### src/hdl/usv_pkg.sv
// Shared types and constants of the UV sphere vertex generator.
`default_nettype none
package usv_pkg;

  localparam int SEG_W     = 11;
  localparam int FRAC_BITS = 14;
  localparam int OUT_W     = FRAC_BITS + 2;
  localparam int TEX_W     = FRAC_BITS + 1;

  localparam int PHASE_W   = 32;
  localparam int DIV_QW    = PHASE_W + 1;
  localparam int DIV_BPS   = 4;
  localparam int DIV_ST    = (DIV_QW + DIV_BPS - 1) / DIV_BPS;
  localparam int DIV_QP    = DIV_ST * DIV_BPS;

  localparam int SIN_STEPS = 5;
  localparam int COS_STEPS = 6;
  localparam int KERN_LAT  = 4 + 3 * COS_STEPS + 1;
  localparam int OUT_LAT   = 2;

  localparam logic [30:0] HALF_PI_Q31 = 31'h6487ED51;
  localparam logic [30:0] Q_ONE       = 31'h40000000;

  localparam int SEG_MIN   = 6;
  localparam int SEG_RESET = 32;

  typedef struct packed {
    logic        neg;
    logic [30:0] mag;
  } sm_t;

  typedef struct packed {
    logic [SEG_W-1:0] ring_index;
    logic [SEG_W-1:0] segment_index;
  } in_t;

  typedef struct packed {
    logic signed [OUT_W-1:0] pos_x;
    logic signed [OUT_W-1:0] pos_y;
    logic signed [OUT_W-1:0] pos_z;
    logic signed [OUT_W-1:0] tan_x;
    logic signed [OUT_W-1:0] tan_y;
    logic signed [OUT_W-1:0] tan_z;
    logic signed [OUT_W-1:0] bitan_x;
    logic signed [OUT_W-1:0] bitan_y;
    logic signed [OUT_W-1:0] bitan_z;
    logic        [TEX_W-1:0] tex_u;
    logic        [TEX_W-1:0] tex_v;
  } res_t;

  function automatic logic [7:0] sin_div(input int i);
    case (i)
      0:       return 8'd110;
      1:       return 8'd72;
      2:       return 8'd42;
      3:       return 8'd20;
      default: return 8'd6;
    endcase
  endfunction

  function automatic logic [7:0] cos_div(input int i);
    case (i)
      0:       return 8'd132;
      1:       return 8'd90;
      2:       return 8'd56;
      3:       return 8'd30;
      4:       return 8'd12;
      default: return 8'd2;
    endcase
  endfunction

endpackage
`default_nettype wire

### src/hdl/usv_div.sv
// Pipelined restoring divider, four quotient bits per stage.
`default_nettype none
module usv_div #(
  parameter int DW = 11
) (
  input  wire logic                                   clk,
  input  wire logic [usv_pkg::DIV_ST-1:0]             en,
  input  wire logic [usv_pkg::DIV_QP+DW-1:0]          num_i,
  input  wire logic [DW-1:0]                          den_i,
  output logic      [usv_pkg::DIV_QW-1:0]             quo_o
);
  localparam int ST = usv_pkg::DIV_ST;
  localparam int QP = usv_pkg::DIV_QP;

  logic [DW-1:0] rem_r [ST];
  logic [QP-1:0] low_r [ST];
  logic [QP-1:0] quo_r [ST];

  for (genvar g = 0; g < ST; g++) begin : g_st
    logic [DW-1:0] rem_in, rem_nxt;
    logic [QP-1:0] low_in, low_nxt, quo_in, quo_nxt;

    if (g == 0) begin : g_first
      assign rem_in = num_i[QP+DW-1:QP];
      assign low_in = num_i[QP-1:0];
      assign quo_in = '0;
    end else begin : g_next
      assign rem_in = rem_r[g-1];
      assign low_in = low_r[g-1];
      assign quo_in = quo_r[g-1];
    end

    always_comb begin
      logic [DW:0] t;
      rem_nxt = rem_in;
      low_nxt = low_in;
      quo_nxt = quo_in;
      for (int j = 0; j < usv_pkg::DIV_BPS; j++) begin
        t       = {rem_nxt, low_nxt[QP-1]};
        low_nxt = low_nxt << 1;
        quo_nxt = quo_nxt << 1;
        if (t >= {1'b0, den_i}) begin
          t          = t - {1'b0, den_i};
          quo_nxt[0] = 1'b1;
        end
        rem_nxt = t[DW-1:0];
      end
    end

    always_ff @(posedge clk) begin
      if (en[g]) begin
        rem_r[g] <= rem_nxt;
        low_r[g] <= low_nxt;
        quo_r[g] <= quo_nxt;
      end
    end
  end

  assign quo_o = quo_r[ST-1][usv_pkg::DIV_QW-1:0];
endmodule
`default_nettype wire

### config.mk
export PLATFORM = sky130hd
export DESIGN_NAME = usv_div
export DESIGN_NICKNAME = d
export VERILOG_FILES = /design/src/hdl/usv_pkg.sv /design/src/hdl/usv_div.sv
export SDC_FILE = /design/constraint.sdc
export NUM_CORES = 1
export LEC_CHECK = 0
export BUFFER_PORTS_ARGS = -buffer_cell sky130_fd_sc_hd__buf_4
export CAP_MARGIN = 20
export CORE_MARGIN = 4
export CORE_UTILIZATION = 64
export CTS_CLUSTER_DIAMETER = 100
export CTS_CLUSTER_SIZE = 20
export DETAILED_ROUTE_END_ITERATION = 8
export PLACE_DENSITY = 0.81
export SLEW_MARGIN = 20
export SYNTH_ARGS = -nofsm -noshare
export SYNTH_HDL_FRONTEND = slang
export SYNTH_SLANG_ARGS = --single-unit
### constraint.sdc
create_clock -name clk -period 13.7 [get_ports clk]
set_clock_uncertainty 0.15 [all_clocks]
set_input_delay 1.37 -clock clk [delete_from_list [all_inputs] [get_ports clk]]
set_output_delay 1.37 -clock clk [all_outputs]
set_load 0.005 [all_outputs]
==> out/results.ini <==
[routing]
drt_iter0_drc=2121
drtPass1Iterations=6
post-route-drc-count=0
num_vias=25800
routed_wirelength_um=77700
viasPerCell=6.34
drtAntennaViolNets=0
wl_per_cell_um=19.1

[final_layout]
syn2layout_area_growth_pct=7.24
drive_gt1_share_pct=11.6
antenna_cells=0
design_area_sq_um=34800
final_common_cell=ha_1
postLayoutCoreUtil_pct=69.4
final_cell_mix=ha_1, edfxtp_1, nor2_1
final_nets=3885

[clocking]
h-tree-depth=1
path_clk_slew_ns=0.08
cts_tree=done
clk_latency_ns=0.57
post_cts_buffers=0
clock_path_buffers=3
numCtsBuffers=24
hold_buffers=0
numClockSinks=385
cts_resized=0
cts-root-buf=clkbuf_16

[sta]
fmax_mhz=83.6
worstMarginPinSlew_ns=0.995
min_period_ns=11.97
max-slew-margin-rel_pct=33.4
slew_viol_final=0
setup_viol=0
finalSetupTns_ns=0
finalHoldViolCount=0
post-route-period-util_pct=87.4
rsz0062_at_grt=no

[setup_path]
slowest_delay_ns=0.59
endpoint_kind=register
crit_type=in -> reg
cp.arrival_ns=12.12
r2r_slack_ns=2.97
cp_slowest_cell=a2111oi_0
critPathMostFrequentCell=a21o_1
start_kind=primary input
cp_data_required_time_ns=13.85
path_max_fanout=22

[synth]
synth_nets=3767
yosysWarnings=0
synthArstFlopShare_pct=0
synthFlopType=edfxtp_1
synth_edf_count=385
synth_cells=3268
ys_ff_latch=385
synth_cell_types=81
netlist_area_sq_um=32500
ys_seq_area_share_pct=35.6
syn_area_per_cell_sq_um=9.94

[grt]
grtUsageMet3_pct=2.88
grt_pass1_wl_um=125000
grt_start_max_net_pins=45
grt.busiest_layer=met2
grtUsageMet2_pct=47.6
grtUsageTotal_pct=27.9
grt_util_met1_pct=37.8
grt.overflow.total=0
antenna_found_initial=1
grt_pass1_vias=25000

[floorplanning]
coreArea_sq_um=50200
start_util_pct=64.7
die-area_sq_um=54400
ios=101
die_h_um=233
die_x_um=233
row_count=82

[job]
maxCapViolations=0

[place]
place_area_sq_um=34200
hpwl_um=59700
portBuffers=100
gp_congestion=0.980

[hold_path]
hold_class=reg -> reg

[run_status]
outcome=complete, no violations

==> synthesized netlist by cell type, types with 14 or more instances <==
library cell	number	area share [%]
a211oi_1	41	0.95
a21boi_0	42	0.97
a21o_1	75	1.7
a21oi_1	193	3.0
a31oi_1	29	0.56
and3_1	34	0.65
buf_2	16	0.25
clkbuf_1	23	0.27
edfxtp_1	385	36
fa_1	35	2.2
ha_1	396	15
inv_1	205	2.4
mux2_2	165	5.7
mux2i_1	49	1.5
nand2_1	242	2.8
nand2b_1	45	0.87
nand3_1	36	0.55
nand4_1	57	1.1
nor2_1	266	3.1
nor2b_1	67	1.3
nor3_1	84	1.3
nor3b_1	14	0.32
nor4_1	23	0.44
o2111ai_1	14	0.38
o211ai_1	18	0.42
o21a_1	44	1.0
o21ai_0	201	3.1
o21bai_1	14	0.32
o31ai_1	45	1.0
or2_2	23	0.44
or3_1	23	0.44
xnor2_1	144	3.9
xor2_1	71	1.9
==> metrics by stage <==
| step | setup WS, ns | std cells | hold slack, ns |
|---|---|---|---|
| 2_1_floorplan | 2.78 | 3268 | 0.250 |
| 3_3_place_gp | 1.62 | 4032 | 0.250 |
| 3_5_place_dp | 1.31 | 4032 | 0.255 |
| 4_1_cts | 1.84 | 4064 | 0.262 |
| 5_1_grt | 0.740 | 4064 | 0.278 |
| 6_report | 1.73 | 4064 | 0.262 |
==> metal layers <==
metal | part of all wire, % | wire [um]
met5 | 0.017 | 13
met4 | 3.5 | 2750
met3 | 5.9 | 4610
met2 | 47 | 36800
met1 | 43 | 33500
==> layout make-up <==
| type | instances | area (sq um) |
|---|---|---|
| Timing Repair Buffer | 135 | 1030 |
| Tap cell | 672 | 841 |
| Fill cell | 3733 | 15300 |
| Clock buffer | 26 | 629 |
| Clock inverter | 6 | 46.3 |
| Sequential cell | 385 | 11600 |
| Multi-Input combinational cell | 2628 | 19900 |
| Inverter | 212 | 796 |
==> kinds of logic after synthesis <==
kind of cell | count (synthesis) | share of synthesized area, %
AND/OR/NAND/NOR | 948 | 14.1
XOR/XNOR | 215 | 5.80
multiplexers | 223 | 7.65
AO/OA/AOI/OAI | 811 | 16.4
flip-flops | 385 | 35.6
adder cells (fa/ha/maj) | 431 | 17.4
buffers and inverters | 255 | 3.04
==> path summary, 6_finish.rpt <==
check	startpoint	end	depth (start not counted)
setup / recovery	den_i[1]	quo_r[0][288]	40
hold / removal	low_r[0][146]	low_r[0][182]	0
setup reg to reg	low_r[0][63]	rem_r[0][27]	36
hold reg to reg	low_r[0][146]	low_r[0][182]	0
==> sequential cells by signal, indices dropped and copies added (netlist names) <==
register / flops
low_r: 144
quo_r: 153
rem_r: 88
==> critical path, delay by kind of cell <==
family	cells	cell delay, ns
mux	1	0.38
simple gates	4	0.86
buf+inv	4	1.27
compound gates	27	6.75
fa+ha+maj	4	1.44
Power is left out: the tool's default activity adds up to more than one toggle a clock period on the data nets, which glitch-free logic cannot reach.
