==> config.mk <==
export PLATFORM = sky130hd
export DESIGN_NAME = usv_delay
export DESIGN_NICKNAME = d
export VERILOG_FILES = /design/src/hdl/usv_delay.sv
export SDC_FILE = /design/constraint.sdc
export NUM_CORES = 1
export LEC_CHECK = 0
export ABC_AREA = 1
export ABC_CLOCK_PERIOD_IN_PS = 800
export BUFFER_PORTS_ARGS = -buffer_cell sky130_fd_sc_hd__clkbuf_2
export CORE_MARGIN = 4
export CORE_UTILIZATION = 30
export CTS_CLUSTER_DIAMETER = 120
export DETAILED_ROUTE_END_ITERATION = 10
export GPL_TIMING_DRIVEN = 1
export PLACE_DENSITY = 0.56
export SYNTH_ARGS = -nofsm -noshare
export SYNTH_HDL_FRONTEND = slang
export SYNTH_SLANG_ARGS = --single-unit
export TNS_END_PERCENT = 30
==> constraint.sdc <==
create_clock -name clk -period 0.8 [get_ports clk]
set_input_delay 0.08 -clock clk [delete_from_list [all_inputs] [get_ports clk]]
set_output_delay 0.08 -clock clk [all_outputs]
set_load 0.005 [all_outputs]
==> src/hdl/usv_delay.sv <==
// Enable-per-stage delay line for side data.
`default_nettype none
module usv_delay #(
  parameter int W = 30,
  parameter int N = 23
) (
  input  wire logic         clk,
  input  wire logic [N-1:0] en,
  input  wire logic [W-1:0] d_i,
  output logic      [W-1:0] d_o
);
  logic [W-1:0] d_r [N];

  for (genvar g = 0; g < N; g++) begin : g_tap
    always_ff @(posedge clk) begin
      if (en[g]) begin
        if (g == 0) begin
          d_r[g] <= d_i;
        end else begin
          d_r[g] <= d_r[(g == 0) ? 0 : g-1];
        end
      end
    end
  end

  assign d_o = d_r[N-1];
endmodule
`default_nettype wire

==> results of run 1 <==
==> report_power, final <==
| part | switching, uW | internal [uW] | total (uW) |
|---|---|---|---|
| sequential | 419 | 42100 | 42600 |
| combinational | 744 | 539 | 1280 |
| clock | 11200 | 13700 | 24900 |
==> placed cells by master, fill, tap and decap left out <==
| cell type | Yosys | layout |
|---|---|---|
| sky130_fd_sc_hd__buf_12 | 0 | 23 |
| sky130_fd_sc_hd__bufinv_16 | 0 | 1 |
| sky130_fd_sc_hd__clkbuf_1 | 0 | 13 |
| sky130_fd_sc_hd__clkbuf_16 | 0 | 59 |
| sky130_fd_sc_hd__clkbuf_2 | 0 | 83 |
| sky130_fd_sc_hd__clkinv_1 | 0 | 19 |
| sky130_fd_sc_hd__clkinv_2 | 0 | 6 |
| sky130_fd_sc_hd__clkinvlp_4 | 0 | 1 |
| sky130_fd_sc_hd__dlygate4sd3_1 | 0 | 53 |
| sky130_fd_sc_hd__edfxtp_1 | 690 | 690 |
| sky130_fd_sc_hd__inv_6 | 0 | 1 |
==> logic make-up (layout without fill, tap and decap cells) <==
kind of cell	after synthesis	in the layout	synth area share (%)
buf+inv	30	259	1.075
flops	690	690	98.92
==> repair_timing <==
item | 4_1_cts | 5_1_grt
hold endpoints to repair | 720 | 0
buffers inserted | 0 | 0
hold buffers | 53 | 0
setup endpoints to repair | 30 | 30
gates cloned | 0 | 0
==> how the worst max path moves through the flow <==
stage | from | to | cells after the start
3_5_place_dp | en[6] | d_r[0][195]$_DFFE_PP_ | 2
4_1_cts | d_r[2][201]$_DFFE_PP_ | d_o[21] | 1
5_1_grt | d_r[2][183]$_DFFE_PP_ | d_o[3] | 1
6_report | d_r[2][183]$_DFFE_PP_ | d_o[3] | 1
3_3_place_gp | en[7] | d_r[0][229]$_DFFE_PP_ | 2
2_1_floorplan | d_r[0][70]$_DFFE_PP_ | d_r[0][100]$_DFFE_PP_ | 0
==> routing by layer <==
| layer | share of wire [%] | GRT usage (%) |
|---|---|---|
| met1 | 37 | 5.404 |
| met2 | 53 | 9.019 |
| met3 | 6.6 | 1.753 |
| met4 | 3.4 | 2.178 |
| met5 | 0 | 0 |
==> layout make-up <==
type,instances,area [um2],area share [%]
well taps,931,1165,4.666
repair buffers,159,1406,5.634
clock buffers,72,1525,6.110
flip-flops and latches,690,20720,83.00
clock inverters,28,147.6,0.5914
==> per-stage QoR <==
step                      util, %  hold WS [ns]  total power (uW)  setup slack (ns)  instance area, um2
after floorplan                 -        0.1789             43320            0.2112               20950
after CTS                   36.21        0.1742             69860           -0.3870               24960
final                       36.21        0.2190             68700           -0.3314               24960
after detailed placement    33.01        0.2586             44470           0.06499               22760
after global placement      33.01        0.2570             44360           0.05625               22760
after global routing        36.21        0.1955             71630           -0.4095               24960
==> results.json, run 1 <==
{
  "status": "finished with violations",
  "failed_checks": "negative setup slack",
  "final-setup-viol-count": 30,
  "chipHeight_um": 272.2,
  "grt-ovfl-total": 0,
  "layout-drive-gt1-share_pct": 18.34,
  "floorplan.rows": 96,
  "syn_area_per_cell_um2": 29.09,
  "critPathMaxStageDelay_ns": 0.37,
  "setup.worst_path.end_class": "output pin",
  "final_net_count": 964,
  "placed_cells_incl_taps": 1727,
  "cts_sinks": 690,
  "stdcell_count": 1880,
  "post-synth-top-area-fraction_pct": 98.92,
  "area_growth_syn_to_layout_pct": 19.19,
  "wl_per_cell_um": 9.818,
  "global_route_wire_length_before_repair_mm": 31.84,
  "synth.yosys.warnings": 0,
  "min_from": "d_i[14]",
  "place.port_buffers": 83,
  "layout.comb_gates.multi_input": 0,
  "min-delay-path-class": "in -> reg",
  "maxClockFrequency_mhz": 883.8,
  "detail-route-antenna-nets": 0,
  "grt_pass1_vias": 6862,
  "asyncSetResetFlopFracSynth_pct": 0,
  "synth_fp_nets": 774,
  "hold_endpoint": "d_r[0][14]$_DFFE_PP_",
  "reg2regPathDepth": 0,
  "wl_mm": 18.46,
  "ctsResizeCount": 0,
  "mappedNetlistArea_um2": 20950,
  "synth_area_leader_cell": "sky130_fd_sc_hd__edfxtp_1",
  "drt_pass1_iterations": 4,
  "clk_path_buf_depth": 3,
  "clk_pin_slew_ns": 0.06,
  "worst_vdd_drop_mv": 1.479,
  "die_width_um": 272.2,
  "pin_count_of_the_biggest_net_entering_global_routing": 31,
  "floorplan.die_area_um2": 74110,
  "registers.top_by_ff_count": "d_r",
  "path_max_fanout": 1,
  "timing_max_transition_violations_final": 0,
  "io_pins": 84,
  "multi_input_combinational_cell_area_um2": 0,
  "rr_endpoint": "d_r[2][65]$_DFFE_PP_",
  "setup_ws_ns": -0.3314,
  "worst-endpoint-required_ns": 0.72,
  "crit_path_top_delay_cell": "sky130_fd_sc_hd__edfxtp_1",
  "power_density_nw_per_um2": 2752,
  "core_area_um2": 68950,
  "finalSetupTns_ns": -9.468,
  "seq_area_frac_synth_pct": 98.92,
  "initial_antenna_violation_count": 0,
  "yosys-top-cells-area": "sky130_fd_sc_hd__edfxtp_1 (99%), sky130_fd_sc_hd__buf_4 (1.1%)",
  "postSynthCellCount": 720,
  "tritoncts_clock_tree": "yes",
  "cts_made_buffers": 59,
  "n_antenna_cell": 0,
  "yosys.cell_count.top_type": "sky130_fd_sc_hd__edfxtp_1",
  "hold_viol_final": 0,
  "pleak_uw": 0.008350,
  "number_of_enable_flip_flop_cells_after_synthesis": 690,
  "rsz0062_at_grt": "true",
  "track_usage_pct": 5.042,
  "timing.final.crit_period_ns": 1.131,
  "cts.root.buffer_cell": "sky130_fd_sc_hd__clkbuf_16",
  "clk_latency_ns": 0.57,
  "drv.max_cap_violation_count": 0,
  "reg2reg_setup_slack_ns": 0.16,
  "post_synth_num_cell_types": 2,
  "crit_path_start_kind": "flip-flop",
  "synthFlopType": "sky130_fd_sc_hd__edfxtp_1",
  "initial_utilization_pct": 30.38,
  "critical_path.top_delay_family": "flip-flops",
  "largest_register_ffs": 690,
  "clock_tree.htree_level_count": 2,
  "slew-limit-headroom_pct": 88.64,
  "synthTopCellsByCount": "sky130_fd_sc_hd__edfxtp_1 (690), sky130_fd_sc_hd__buf_4 (30)",
  "detailroute.via_count": 6546,
  "postSynthRegisterBits": 690,
  "timing.critical_path.cells": "clkbuf_2",
  "finalCritPeriodShare_pct": 141.4,
  "regToRegStartpoint": "d_r[2][35]$_DFFE_PP_",
  "worst-slew-pin-transition_ns": 0.1704,
  "hold_path_depth": 2,
  "drt_first_iter_violations": 263,
  "arrival_ns": 1.05,
  "layout_top_registers": "d_r (690)",
  "critical_path_buf_inv_count": 1,
  "total_drc_errors_in_the_routed_layout": 0,
  "routed_via_density": 3.482,
  "fillerInstances": 6231,
  "path_class": "reg -> out",
  "skew_ns": 0.005457,
  "placer_congestion": 0.6225
}
Power figures use the tool's default switching activity.
==> inputs of run 2 (changes only) <==
Settings changed: SETUP_SLACK_MARGIN set to 0.3.
==> results.json, run 2 (synthesis results as in run 1) <==
{
  "final_net_count": 941,
  "post_placement_worst_setup_slack_ns": 0.06499,
  "setup.worst_path.end_class": "output pin",
  "cts_sinks": 690,
  "layout-drive-gt1-share_pct": 18.79,
  "layout_top_registers": "d_r (690)",
  "ctsResizeCount": 0,
  "initial_utilization_pct": 30.38,
  "min_from": "en[1]",
  "crit_cells": 1,
  "path_max_fanout": 1,
  "finalSetupTns_ns": -9.445,
  "fillerInstances": 6244,
  "track_usage_pct": 5.002,
  "total_drc_errors_in_the_routed_layout": 0,
  "floorplan.rows": 96,
  "detailroute.via_count": 6479,
  "worst-slew-pin-transition_ns": 0.1704,
  "wl_per_cell_um": 9.813,
  "maxClockFrequency_mhz": 884.4,
  "crit_path_start_kind": "flip-flop",
  "critPathMaxStageDelay_ns": 0.37,
  "placer_congestion": 0.6225,
  "setup_ws_ns": -0.3308,
  "layout.area.seq_um2": 20720,
  "clock_tree.htree_level_count": 2,
  "final_common_cell": "sky130_fd_sc_hd__edfxtp_1",
  "hold_path_depth": 2,
  "regToRegStartpoint": "d_r[0][139]$_DFFE_PP_",
  "reg2reg_setup_slack_ns": 0.16,
  "finalCritPeriodShare_pct": 141.3,
  "placed_cells_incl_taps": 1727,
  "reg2regPathDepth": 0,
  "placedInstanceArea_um2": 22760,
  "io_pins": 84,
  "n_antenna_cell": 0,
  "chipHeight_um": 272.2,
  "drv.max_cap_violation_count": 0,
  "pleak_uw": 0.008254,
  "grt-ovfl-total": 0,
  "stdcell_count": 1857,
  "die_width_um": 272.2,
  "slew-limit-headroom_pct": 88.64,
  "cts_made_buffers": 59,
  "rr_endpoint": "d_r[0][169]$_DFFE_PP_",
  "area_growth_syn_to_layout_pct": 18.09,
  "finalHoldWorstSlack_ns": -0.05774,
  "cts.root.buffer_cell": "sky130_fd_sc_hd__clkbuf_16",
  "rsz0062_at_grt": "true",
  "timing_max_transition_violations_final": 0,
  "hold_endpoint": "d_r[0][34]$_DFFE_PP_",
  "worst_vdd_drop_mv": 1.480,
  "wl_mm": 18.22,
  "detail-route-antenna-nets": 0,
  "multi_input_combinational_cell_area_um2": 0,
  "crit_path_top_delay_cell": "sky130_fd_sc_hd__edfxtp_1",
  "cts_hold_buffers_added": 30,
  "pin_count_of_the_biggest_net_entering_global_routing": 31,
  "layout.comb_gates.multi_input": 0,
  "power_density_nw_per_um2": 2773,
  "min-delay-path-class": "in -> reg",
  "global_route_wire_length_before_repair_mm": 31.55,
  "initial_antenna_violation_count": 0,
  "place.port_buffers": 83,
  "clk_path_buf_depth": 3,
  "drt_first_iter_violations": 278,
  "status": "finished with violations",
  "skew_ns": 0.005227,
  "timing.final.crit_period_ns": 1.131,
  "worst-endpoint-required_ns": 0.72,
  "registers.top_by_ff_count": "d_r",
  "failed_checks": "negative hold slack, negative setup slack",
  "grt_pass1_vias": 6744,
  "final-setup-viol-count": 30,
  "layout.cell_area.non_filler_um2": 24730,
  "clk_latency_ns": 0.56,
  "floorplan.die_area_um2": 74110,
  "final_cell_mix": "sky130_fd_sc_hd__edfxtp_1 (690), sky130_fd_sc_hd__clkbuf_2 (83), sky130_fd_sc_hd__clkbuf_16 (59), sky130_fd_sc_hd__dlygate4sd3_1 (30), sky130_fd_sc_hd__buf_12 (23)",
  "largest_register_ffs": 690,
  "critical_path_buf_inv_count": 1,
  "drt_pass1_iterations": 4,
  "routed_via_density": 3.489,
  "hold_viol_final": 681,
  "clk_pin_slew_ns": 0.06,
  "arrival_ns": 1.05,
  "critical_path.top_delay_family": "flip-flops",
  "power_uw": 68590,
  "core_area_um2": 68950,
  "path_class": "reg -> out",
  "tritoncts_clock_tree": "yes",
  "timing.critical_path.cells": "clkbuf_2"
}
## run 2: changes by cell type in the layout (fill, tap and decap cells not counted)
cell and change:
sky130_fd_sc_hd__dlygate4sd3_1 -23
## run 2: final cells by class
cell class,count,share of cell area (%)
Clock buffer,72,6.167
Clock inverter,28,0.5969
Sequential cell,690,83.77
Tap cell,931,4.710
Timing Repair Buffer,136,4.755
## run 2: worst max path at each step
| stage | start | to | slack [ns] |
|---|---|---|---|
| floorplan | d_r[0][70]$_DFFE_PP_ | d_r[0][100]$_DFFE_PP_ | 0.21 |
| global placement | en[7] | d_r[0][229]$_DFFE_PP_ | 0.06 |
| detailed placement | en[6] | d_r[0][195]$_DFFE_PP_ | 0.06 |
| CTS | d_r[2][201]$_DFFE_PP_ | d_o[21] | -0.39 |
| global route | d_r[2][183]$_DFFE_PP_ | d_o[3] | -0.41 |
| finish | d_r[2][183]$_DFFE_PP_ | d_o[3] | -0.33 |
## run 2: stage by stage
step	util (%)	hold slack (ns)
after floorplan	-	0.1789
after global placement	33.01	0.2570
after detailed placement	33.01	0.2586
after CTS	35.87	-0.09103
after global routing	35.87	-0.07944
final	35.87	-0.05774
## run 2: report_power, final
group / switching, uW / internal [uW]
Clock: 11200 / 13700
Sequential: 418 / 42100
Combinational: 721 / 466
Total: 12300 / 56300
## run 2: what timing repair did
item | CTS | global route
endpoints found under the hold margin | 720 | 690
setup buffers | 0 | 0
setup endpoints to repair | 690 | 690
## run 2: routing by layer
metal  track usage, %  up-vias  part of all wire [%]
li1                 -     3227                     -
met1            5.328     3060                    37
met2            8.919      140                    52
met3            1.815       52                   7.0
met4            2.178        0                   3.4
met5                0        -                     0
